### src/design/cbfm_pkg.sv
package cbfm_pkg;

    localparam int NUM_FRAMES = 16;
    localparam int PIN_BITS   = 8;
    localparam int FRAME_W    = $clog2(NUM_FRAMES);
    localparam int STEP_W     = $clog2(2 * NUM_FRAMES + 1);
    localparam logic [PIN_BITS-1:0] PIN_MAX = {PIN_BITS{1'b1}};

    typedef enum logic [1:0] {
        KIND_READ    = 2'd0,
        KIND_ALLOC   = 2'd1,
        KIND_UNPIN   = 2'd2,
        KIND_DISPOSE = 2'd3
    } kind_t;

    typedef enum logic [2:0] {
        ST_HIT        = 3'd0,
        ST_ASSIGNED   = 3'd1,
        ST_ALL_PINNED = 3'd2,
        ST_NOT_FOUND  = 3'd3,
        ST_NOT_PINNED = 3'd4
    } status_t;

    typedef struct packed {
        logic [1:0]  kind;
        logic [7:0]  file_id;
        logic [15:0] page_no;
        logic        dirty_mark;
    } req_t;

    typedef struct packed {
        logic [2:0]  status;
        logic [3:0]  frame;
        logic        need_read;
        logic        write_back;
        logic [7:0]  victim_file;
        logic [15:0] victim_page;
    } rsp_t;

    typedef struct packed {
        logic                valid;
        logic                referenced;
        logic                dirty;
        logic [PIN_BITS-1:0] pins;
        logic [7:0]          tag_file;
        logic [15:0]         tag_page;
    } desc_t;

endpackage

### src/design/clock_buffer_frame_manager.sv
// a request first scans all frames in use (n = frames in use); a hit then updates that frame,
// an unpin or dispose that finds nothing answers not found, and a read or alloc that misses
// sweeps the clock hand, reading and then checking each frame it passes, up to 2n frames
// one request at a time: a new request is accepted only in the idle state
// reset: synchronous, active low; valid bits clear at once, hand = frames in use - 1
module clock_buffer_frame_manager (
    input  logic                aclk,
    input  logic                aresetn,
    input  logic                s_valid,
    output logic                s_ready,
    input  cbfm_pkg::req_t      s_data,
    output logic                m_valid,
    input  logic                m_ready,
    output cbfm_pkg::rsp_t      m_data,
    input  logic                cfg_we,
    input  logic [4:0]          cfg_data
);

    typedef enum logic [5:0] {
        S_IDLE  = 6'b000001,
        S_LOOK  = 6'b000010,
        S_DECIDE= 6'b000100,
        S_SWEEP = 6'b001000,
        S_SWCHK = 6'b010000,
        S_OUT   = 6'b100000
    } state_t;

    localparam int FW = cbfm_pkg::FRAME_W;

    state_t state_reg, state_next;

    // descriptor memory; valid bits live in flops so reset clears them
    cbfm_pkg::desc_t mem [cbfm_pkg::NUM_FRAMES];
    logic [cbfm_pkg::NUM_FRAMES-1:0] vbit_reg;
    cbfm_pkg::desc_t rd_reg;
    logic [FW-1:0] rd_addr_reg;
    logic          mem_we;
    logic [FW-1:0] mem_wa;
    cbfm_pkg::desc_t mem_wd;
    logic          rd_en;
    logic [FW-1:0] rd_addr;

    logic [4:0]      fiu_reg;
    logic [FW:0]     n_act;
    logic [FW-1:0]   hand_reg, hand_next;
    logic [FW:0]     idx_reg, idx_next;
    logic [cbfm_pkg::STEP_W-1:0] step_reg, step_next;
    cbfm_pkg::req_t  req_reg;
    logic            hit_reg, hit_next;
    logic [FW-1:0]   hit_frame_reg, hit_frame_next;
    cbfm_pkg::rsp_t  rsp_reg, rsp_next;
    logic            chk_reg, chk_next;
    cbfm_pkg::desc_t cur;

    always_comb begin
        if (fiu_reg == 5'd0) n_act = (FW+1)'(1);
        else if (32'(fiu_reg) > cbfm_pkg::NUM_FRAMES) n_act = (FW+1)'(cbfm_pkg::NUM_FRAMES);
        else n_act = (FW+1)'(fiu_reg);
    end

    always_comb begin
        cur = rd_reg;
        cur.valid = vbit_reg[rd_addr_reg];
    end

    always_ff @(posedge aclk) begin
        if (mem_we) mem[mem_wa] <= mem_wd;
        if (rd_en) begin
            rd_reg <= mem[rd_addr];
            rd_addr_reg <= rd_addr;
        end
    end

    assign s_ready = (state_reg == S_IDLE);
    assign m_valid = (state_reg == S_OUT);
    assign m_data  = rsp_reg;

    always_comb begin
        state_next = state_reg;
        hand_next = hand_reg;
        idx_next = idx_reg;
        step_next = step_reg;
        hit_next = hit_reg;
        hit_frame_next = hit_frame_reg;
        rsp_next = rsp_reg;
        chk_next = 1'b0;
        rd_en = 1'b0;
        rd_addr = '0;
        mem_we = 1'b0;
        mem_wa = '0;
        mem_wd = cur;
        unique case (state_reg)
            S_IDLE: begin
                if (s_valid) begin
                    rd_en = 1'b1;
                    rd_addr = '0;
                    idx_next = (FW+1)'(1);
                    hit_next = 1'b0;
                    chk_next = 1'b1;
                    state_next = S_LOOK;
                end
            end
            S_LOOK: begin
                // pipelined scan: issue next read while checking previous
                if (chk_reg && !hit_reg && cur.valid && cur.tag_file == req_reg.file_id
                        && cur.tag_page == req_reg.page_no) begin
                    hit_next = 1'b1;
                    hit_frame_next = rd_addr_reg;
                end
                if (idx_reg < n_act) begin
                    rd_en = 1'b1;
                    rd_addr = idx_reg[FW-1:0];
                    idx_next = idx_reg + 1'b1;
                    chk_next = 1'b1;
                end else begin
                    rd_en = 1'b1;
                    rd_addr = hit_next ? hit_frame_next :
                              ((FW+1)'(hand_reg) >= n_act ? '0 : hand_reg);
                    if (!hit_next && (FW+1)'(hand_reg) >= n_act) hand_next = '0;
                    step_next = '0;
                    state_next = hit_next ? S_DECIDE : S_SWEEP;
                    if (!hit_next && (req_reg.kind == cbfm_pkg::KIND_UNPIN ||
                                      req_reg.kind == cbfm_pkg::KIND_DISPOSE)) begin
                        rsp_next = '0;
                        rsp_next.status = cbfm_pkg::ST_NOT_FOUND;
                        rd_en = 1'b0;
                        state_next = S_OUT;
                    end
                    if (!hit_next && !(req_reg.kind == cbfm_pkg::KIND_UNPIN ||
                                      req_reg.kind == cbfm_pkg::KIND_DISPOSE))
                        state_next = S_SWCHK;
                end
            end
            S_DECIDE: begin
                rsp_next = '0;
                rsp_next.frame = 4'(hit_frame_reg);
                mem_wa = hit_frame_reg;
                state_next = S_OUT;
                unique case (req_reg.kind)
                    cbfm_pkg::KIND_READ, cbfm_pkg::KIND_ALLOC: begin
                        mem_we = 1'b1;
                        mem_wd.referenced = 1'b1;
                        if (cur.pins != cbfm_pkg::PIN_MAX) mem_wd.pins = cur.pins + 1'b1;
                        rsp_next.status = cbfm_pkg::ST_HIT;
                    end
                    cbfm_pkg::KIND_UNPIN: begin
                        if (cur.pins == '0) begin
                            rsp_next.status = cbfm_pkg::ST_NOT_PINNED;
                        end else begin
                            mem_we = 1'b1;
                            mem_wd.pins = cur.pins - 1'b1;
                            if (req_reg.dirty_mark) mem_wd.dirty = 1'b1;
                            rsp_next.status = cbfm_pkg::ST_HIT;
                        end
                    end
                    default: begin
                        mem_we = 1'b1;
                        mem_wd.valid = 1'b0;
                        mem_wd.referenced = 1'b0;
                        mem_wd.dirty = 1'b0;
                        mem_wd.pins = '0;
                        rsp_next.status = cbfm_pkg::ST_HIT;
                    end
                endcase
            end
            S_SWCHK: begin
                // descriptor at hand is in rd_reg
                if (32'(step_reg) >= 2 * 32'(n_act)) begin
                    rsp_next = '0;
                    rsp_next.status = cbfm_pkg::ST_ALL_PINNED;
                    state_next = S_OUT;
                end else if (!cur.valid || (!cur.referenced && cur.pins == '0)) begin
                    rsp_next = '0;
                    rsp_next.status = cbfm_pkg::ST_ASSIGNED;
                    rsp_next.frame = 4'(hand_reg);
                    rsp_next.need_read = (req_reg.kind == cbfm_pkg::KIND_READ);
                    if (cur.valid && cur.dirty) begin
                        rsp_next.write_back = 1'b1;
                        rsp_next.victim_file = cur.tag_file;
                        rsp_next.victim_page = cur.tag_page;
                    end
                    mem_we = 1'b1;
                    mem_wa = hand_reg;
                    mem_wd.valid = 1'b1;
                    mem_wd.referenced = 1'b1;
                    mem_wd.dirty = 1'b0;
                    mem_wd.pins = cbfm_pkg::PIN_BITS'(1);
                    mem_wd.tag_file = req_reg.file_id;
                    mem_wd.tag_page = req_reg.page_no;
                    state_next = S_OUT;
                end else begin
                    if (cur.referenced) begin
                        mem_we = 1'b1;
                        mem_wa = hand_reg;
                        mem_wd.referenced = 1'b0;
                    end
                    hand_next = ((FW+1)'(hand_reg) + 1'b1 >= n_act) ? '0 : hand_reg + 1'b1;
                    step_next = step_reg + 1'b1;
                    state_next = S_SWEEP;
                end
            end
            S_SWEEP: begin
                // wait out the write, then read the new hand position
                rd_en = 1'b1;
                rd_addr = hand_reg;
                state_next = S_SWCHK;
            end
            S_OUT: begin
                if (m_ready) state_next = S_IDLE;
            end
            default: state_next = S_IDLE;
        endcase
        // a pool size write puts the hand on the last frame in use
        if (cfg_we) begin
            if (cfg_data == 5'd0) hand_next = '0;
            else if (32'(cfg_data) > cbfm_pkg::NUM_FRAMES)
                hand_next = FW'(cbfm_pkg::NUM_FRAMES - 1);
            else hand_next = FW'(cfg_data - 5'd1);
        end
    end

    always_ff @(posedge aclk) begin
        if (!aresetn) begin
            state_reg <= S_IDLE;
            vbit_reg <= '0;
            fiu_reg <= 5'd16;
            hand_reg <= FW'(cbfm_pkg::NUM_FRAMES - 1);
            chk_reg <= 1'b0;
        end else begin
            state_reg <= state_next;
            chk_reg <= chk_next;
            hand_reg <= hand_next;
            if (mem_we) vbit_reg[mem_wa] <= mem_wd.valid;
            if (cfg_we) fiu_reg <= cfg_data;
        end
    end

    always_ff @(posedge aclk) begin
        idx_reg <= idx_next;
        step_reg <= step_next;
        hit_reg <= hit_next;
        hit_frame_reg <= hit_frame_next;
        rsp_reg <= rsp_next;
        if (s_valid && s_ready) req_reg <= s_data;
    end

endmodule
### config.mk
export PLATFORM = sky130hd
export DESIGN_NAME = clock_buffer_frame_manager
export DESIGN_NICKNAME = d
export VERILOG_FILES = /design/src/design/cbfm_pkg.sv /design/src/design/clock_buffer_frame_manager.sv
export SDC_FILE = /design/constraint.sdc
export NUM_CORES = 1
export LEC_CHECK = 0
export ABC_CLOCK_PERIOD_IN_PS = 5800
export BUFFER_PORTS_ARGS = -buffer_cell sky130_fd_sc_hd__buf_4
export CORE_MARGIN = 2
export CORE_UTILIZATION = 45
export CTS_CLUSTER_SIZE = 16
export DETAILED_ROUTE_END_ITERATION = 10
export PLACE_DENSITY = 0.65
export SLEW_MARGIN = 30
export SYNTH_ARGS = -nofsm -noshare
export SYNTH_HDL_FRONTEND = slang
export SYNTH_SLANG_ARGS = --single-unit
### constraint.sdc
create_clock -name aclk -period 5.8 [get_ports aclk]
set_input_delay 0.29 -clock aclk [delete_from_list [all_inputs] [get_ports aclk]]
set_output_delay 0.29 -clock aclk [all_outputs]
set_load 0.05 [all_outputs]
Word-level counts from Yosys, hierarchy flattened --
Memories as Yosys holds them, arrays and structs flattened. A register that Yosys moved wholly into a read port is not among the register bits. Cells that the tools add are included.
Word-level totals: register bits after elaboration 112, memory bits (writable) 560, bits of input ports 37, memories kept 1
Operators by class: add/sub/neg operators 7, magnitude comparators 9, equality and inequality tests 24, muxes and demuxes 80, reductions and logical operators 34
Memory list:
- mem | words 16, width 35, read ports 1, clocked after Yosys merged registers in 1, write ports 1, line clock_buffer_frame_manager.sv:33 | cbfm_pkg::desc_t mem [cbfm_pkg::NUM_FRAMES];
Operator list (count):
- 33-bit two-way mux | 5
- 33-bit one-hot mux with 3 select lines | 1
- 4-bit two-way mux | 16
- 6-bit two-way mux | 10
- 6-bit one-hot mux with 6 select lines | 1
- 35-bit two-way mux | 1
- 25-bit two-way mux | 1
- 24-bit two-way mux | 1
- 4-bit one-hot mux with 2 select lines | 3
- 11-bit one-hot mux with 2 select lines | 1
- 1-bit two-way mux | 20
- 5-bit two-way mux | 4
- 16-bit bitwise mux | 1
- 16-bit equality test | 1
- 8-bit one-hot mux with 2 select lines | 1
- 3-bit inequality test (second input constant) | 5
- 2-bit inequality test (second input constant) | 6
- 6-bit one-hot mux with 2 select lines | 1
- 1-bit logical AND | 11
- 5-bit greater-than comparator (second input constant) | 2
- 5-bit logical NOT | 2
- 4-bit by 5-bit < comparator with 1-bit output (second input constant) | 2
- 1-bit one-hot mux with 2 select lines | 5
- 5-bit one-hot mux with 2 select lines | 1
- 41 further kinds | 52

Longest topological paths before layout --
depth in word-level cells 13, gate-level depth with buffers 18, depth with buffers taken out 15

Worst setup path after synthesis --
OpenSTA, ideal clock, no wires.
kind register -> register, start register rd_addr_reg[0], end register vbit_reg[12] in the netlist's numbering, setup time 0.119 ns, arrival 5.067 ns, required time 5.681 ns, path slack 0.614 ns, cell stages (with the launch flop) 12, cells stage by stage edfxtp_1 buf_6 mux4_2 a2bb2oi_1 a22o_1 and3b_1 nor3_2 nand2_1 a22o_1 nor3_1 mux2i_1 nor2b_1
Between the ends: word-level cells in the longest chain between the ends 12
Ends and longest elaborated chain:
- start: declaration | line clock_buffer_frame_manager.sv:36 | logic [FW-1:0] rd_addr_reg;
- start signal: assignment | line clock_buffer_frame_manager.sv:70 | rd_addr_reg <= rd_addr;
- 1-bit binary-select mux with 4-bit select * | line clock_buffer_frame_manager.sv:63 | cur.valid = vbit_reg[rd_addr_reg];
- 1-bit two-way mux (not written as such) * | line clock_buffer_frame_manager.sv:63
- 1-bit logical NOT | line clock_buffer_frame_manager.sv:172 | end else if (!cur.valid || (!cur.referenced && cur.pins == '0)) begin
- 1-bit logical OR | line clock_buffer_frame_manager.sv:172
- 4-bit two-way mux | line clock_buffer_frame_manager.sv:172
- 4-bit two-way mux | line clock_buffer_frame_manager.sv:168 | if (32'(step_reg) >= 2 * 32'(n_act)) begin
- 4-bit one-hot mux with 2 select lines | line clock_buffer_frame_manager.sv:92 | unique case (state_reg)
- 4-bit by 5-bit < comparator with 1-bit output (not written as such) or 4-bit by 1-bit >= comparator with 1-bit output (tied branches) | line clock_buffer_frame_manager.sv:233 | if (mem_we) vbit_reg[mem_wa] <= mem_wd.valid;
- 1-bit logical AND (not written as such) | line clock_buffer_frame_manager.sv:233
- 1-bit two-way mux (not written as such) | line clock_buffer_frame_manager.sv:233
- 1-bit demux with 4-bit select | line clock_buffer_frame_manager.sv:233
- 16-bit bitwise mux | line clock_buffer_frame_manager.sv:233
- end signal: indexed assignment | line clock_buffer_frame_manager.sv:233
- end: declaration | line clock_buffer_frame_manager.sv:34 | logic [cbfm_pkg::NUM_FRAMES-1:0] vbit_reg;
Mark *: on every way between the ends. The rest lies on a longest branch, timed or not. The select of a mux whose other input is x is not followed. A chain may end at the register's enable or synchronous reset.

Final worst setup path --
start register req_reg[20] in the netlist's numbering, end register, netlist name cur[11]
Between the ends: word-level cells in the longest chain between the ends 10
Ends and longest elaborated chain:
- start: declaration | line clock_buffer_frame_manager.sv:48 | cbfm_pkg::req_t req_reg;
- start signal: assignment | line clock_buffer_frame_manager.sv:244 | if (s_valid && s_ready) req_reg <= s_data;
- 8-bit equality test * | line clock_buffer_frame_manager.sv:105 | if (chk_reg && !hit_reg && cur.valid && cur.tag_file == req_reg.file_id
- 1-bit logical AND * | line clock_buffer_frame_manager.sv:105
- 1-bit logical AND * | line clock_buffer_frame_manager.sv:106 | && cur.tag_page == req_reg.page_no) begin
- 1-bit two-way mux | line clock_buffer_frame_manager.sv:105
- 1-bit two-way mux | line clock_buffer_frame_manager.sv:92
- 1-bit logical NOT | line clock_buffer_frame_manager.sv:122 | if (!hit_next && (req_reg.kind == cbfm_pkg::KIND_UNPIN ||
- 1-bit logical AND | line clock_buffer_frame_manager.sv:122
- 1-bit two-way mux | line clock_buffer_frame_manager.sv:122
- 1-bit two-way mux | line clock_buffer_frame_manager.sv:110 | if (idx_reg < n_act) begin
- 1-bit one-hot mux with 3 select lines | line clock_buffer_frame_manager.sv:92
Marked as above.

==> results.json <==
{
  "cts_made_buffers": 72,
  "async_flop_share_pct": 0,
  "tightest_slew_ps": 963,
  "critPathCaptureType": "register",
  "grtUsageTotal_pct": 22.9,
  "ir_drop_uv": 175,
  "setup_tns_ps": 0,
  "max-cap-violations": 0,
  "path_max_fanout": 149,
  "start_util_pct": 45.6,
  "clockBufferDepth": 3,
  "dp_hpwl_mm": 43.2,
  "clock-sinks": 690,
  "wirelength_mm": 76.5,
  "die_h_um": 257,
  "vias": 18600,
  "viasPerCell": 5.81,
  "antenna_found_initial": 0,
  "drt_first_pass_iters": 6,
  "skew_ps": 40.4,
  "max_freq_mhz": 211,
  "drive_gt1_share_pct": 12.7,
  "startpoint_type": "register",
  "total_leakage_power_nw": 11.5,
  "finalCriticalPeriod_ps": 4740,
  "grt_pass1_vias": 17900,
  "htreeDepth": 3,
  "largest_reg_flops": 544,
  "fin_nets": 2359,
  "ctsResizeCount": 0,
  "fin_cells": 3197,
  "status": "finished clean",
  "seq_area_frac_synth_pct": 70.8,
  "p_per_area_mw_per_mm2": 340,
  "post-place-cells": 3037,
  "diodes": 0,
  "dieArea_mm2": 0.0661,
  "syn_to_final_growth_pct": 15.2,
  "io_buffers": 71,
  "path_class": "register to register",
  "gp_congestion": 0.885,
  "cp_data_arrival_time_ps": 5070,
  "final_core_util_pct": 52.5,
  "wl_per_cell_um": 23.9,
  "syn-cell-area_mm2": 0.0288,
  "grt_overflow_total": 0,
  "placement_rows": 92,
  "synth-warning-count": 0,
  "drt_first_iter_violations": 2034,
  "grt_setup_unrepaired": "false",
  "maxSlewHeadroom_pct": 35.8,
  "hold_class": "primary input to register",
  "setup_viol": 0,
  "cts-root-buf": "clkbuf_16",
  "clk_latency_ps": 620,
  "hold_slack_ps": 34.2,
  "synth-seq-cells": 690,
  "drv_slew": 0,
  "synthFlopType": "edfxtp_1",
  "grt_first_pass_wirelength_mm": 114,
  "cts_tree": "yes",
  "ant_nets": 0,
  "synth_cells": 2187,
  "finalHoldViolCount": 0,
  "synth-edff-count": 658,
  "syn_nets": 2249,
  "worstPathRequired_ps": 6130,
  "avgSynthCellArea_um2": 13.2,
  "grt_max_degree": 218,
  "die_w_um": 257,
  "top_register": "mem",
  "ys_types": 71,
  "finalCritPeriodShare_pct": 81.7,
  "core_mm2": 0.0632,
  "cts.clk_slew.worst_paths_ps": 60,
  "io_pins": 72,
  "route.detailed.drc": 0
}
repair_timing:
action                    4_1_cts  5_1_grt
hold endpoints to repair       31        0
setup buffers                   0        0
hold buffers                   31        0
critical path: stages, from the launching register on:
cell and delay (ps):
edfxtp_1 420, xnor2_1 600, nand4_1 240, nor4_1 430, buf_4 210, and4_4 300
mux2_2 390, nor2_4 130, buf_12 290, buf_16 430, a22oi_1 210, a32o_1 260
a221o_1 250
power breakdown:
part | internal [W] | total (W) | switching [W]
clock | 0.00271 | 0.00458 | 0.00187
combinational | 0.000280 | 0.000924 | 0.000643
sequential | 0.00569 | 0.00579 | 0.000101
cell families (layout without fill, tap and decap cells):
logic type,after synthesis,after routing,synth area share [%]
adder cells (fa/ha/maj),27,27,1.15
flip-flops,690,690,70.8
AO/OA/AOI/OAI,337,337,7.50
buffers and inverters,146,310,2.52
multiplexers,101,101,3.73
AND/OR/NAND/NOR,852,852,13.3
XOR/XNOR,34,34,1.03
through the flow:
stage	total power, W	instance area [µm²]	setup slack [ps]
2_1_floorplan	0.00643	28800	614
3_3_place_gp	0.00676	30500	1170
3_5_place_dp	0.00678	30500	1250
4_1_cts	0.0113	33200	1220
5_1_grt	0.0116	33200	829
6_report	0.0113	33200	1060
layout make-up:
type | count | area, µm²
clock inverters | 40 | 375
flip-flops and latches | 690 | 20400
inverters | 23 | 96.3
well taps | 846 | 1060
fillers | 5164 | 30000
multi-input cells | 1351 | 7870
repair buffers | 159 | 1440
clock buffers | 88 | 1960
metal layers:
metal,routed length [µm],vias to the layer above,track usage (%)
met5,0,-,0
met4,2610,0,9.37
met3,5730,140,3.74
met2,35600,783,35.8
met1,32600,9311,32.0
li1,-,8352,-
path summary, 6_finish.rpt:
check        slack (ps)            to  cells after the start         start
max                1060       cur[11]                     12   req_reg[20]
max reg2reg        1060       cur[11]                     12   req_reg[20]
min                  30   hand_reg[1]                      2       aresetn
min reg2reg         500  vbit_reg[11]                      2  vbit_reg[11]
layout by cell type, fill, tap and decap left out, drive strengths merged, types with 4 or more instances in the layout:
cell type,synthesis,layout
a21boi,6,6
a21oi,147,147
dlygate4sd3,0,31
or2,4,4
inv,21,23
o211ai,4,4
xnor2,27,27
ha,25,25
nor2,72,72
nor3,20,20
o22ai,10,10
nor3b,11,11
nand2,447,447
xor2,7,7
nand2b,6,6
a221oi,4,4
nor4,7,7
buf,70,128
edfxtp,658,658
o21ai,31,31
nand3b,6,6
and2,30,30
o211a,8,8
nand3,183,183
dfxtp,32,32
nor2b,22,22
and3,7,7
or3,9,9
a22oi,67,67
mux2,30,30
mux2i,69,69
clkinv,2,31
clkbuf,53,88
bufinv,0,7
a22o,7,7
a32oi,16,16
nand4,22,22
a21o,4,4
cells in the mapped netlist, drive strengths merged, types with 25 or more instances:
master	instances	area, µm²
dfxtp	32	641
edfxtp	658	19800
ha	25	313
o21ai	31	155
a21oi	147	736
mux2i	69	691
xnor2	27	236
and2	30	188
nand2	447	1680
mux2	30	338
clkbuf	53	199
buf	70	440
a22oi	67	503
nor2	72	275
nand3	183	916
Note: power is estimated with default switching activity, not from simulation.
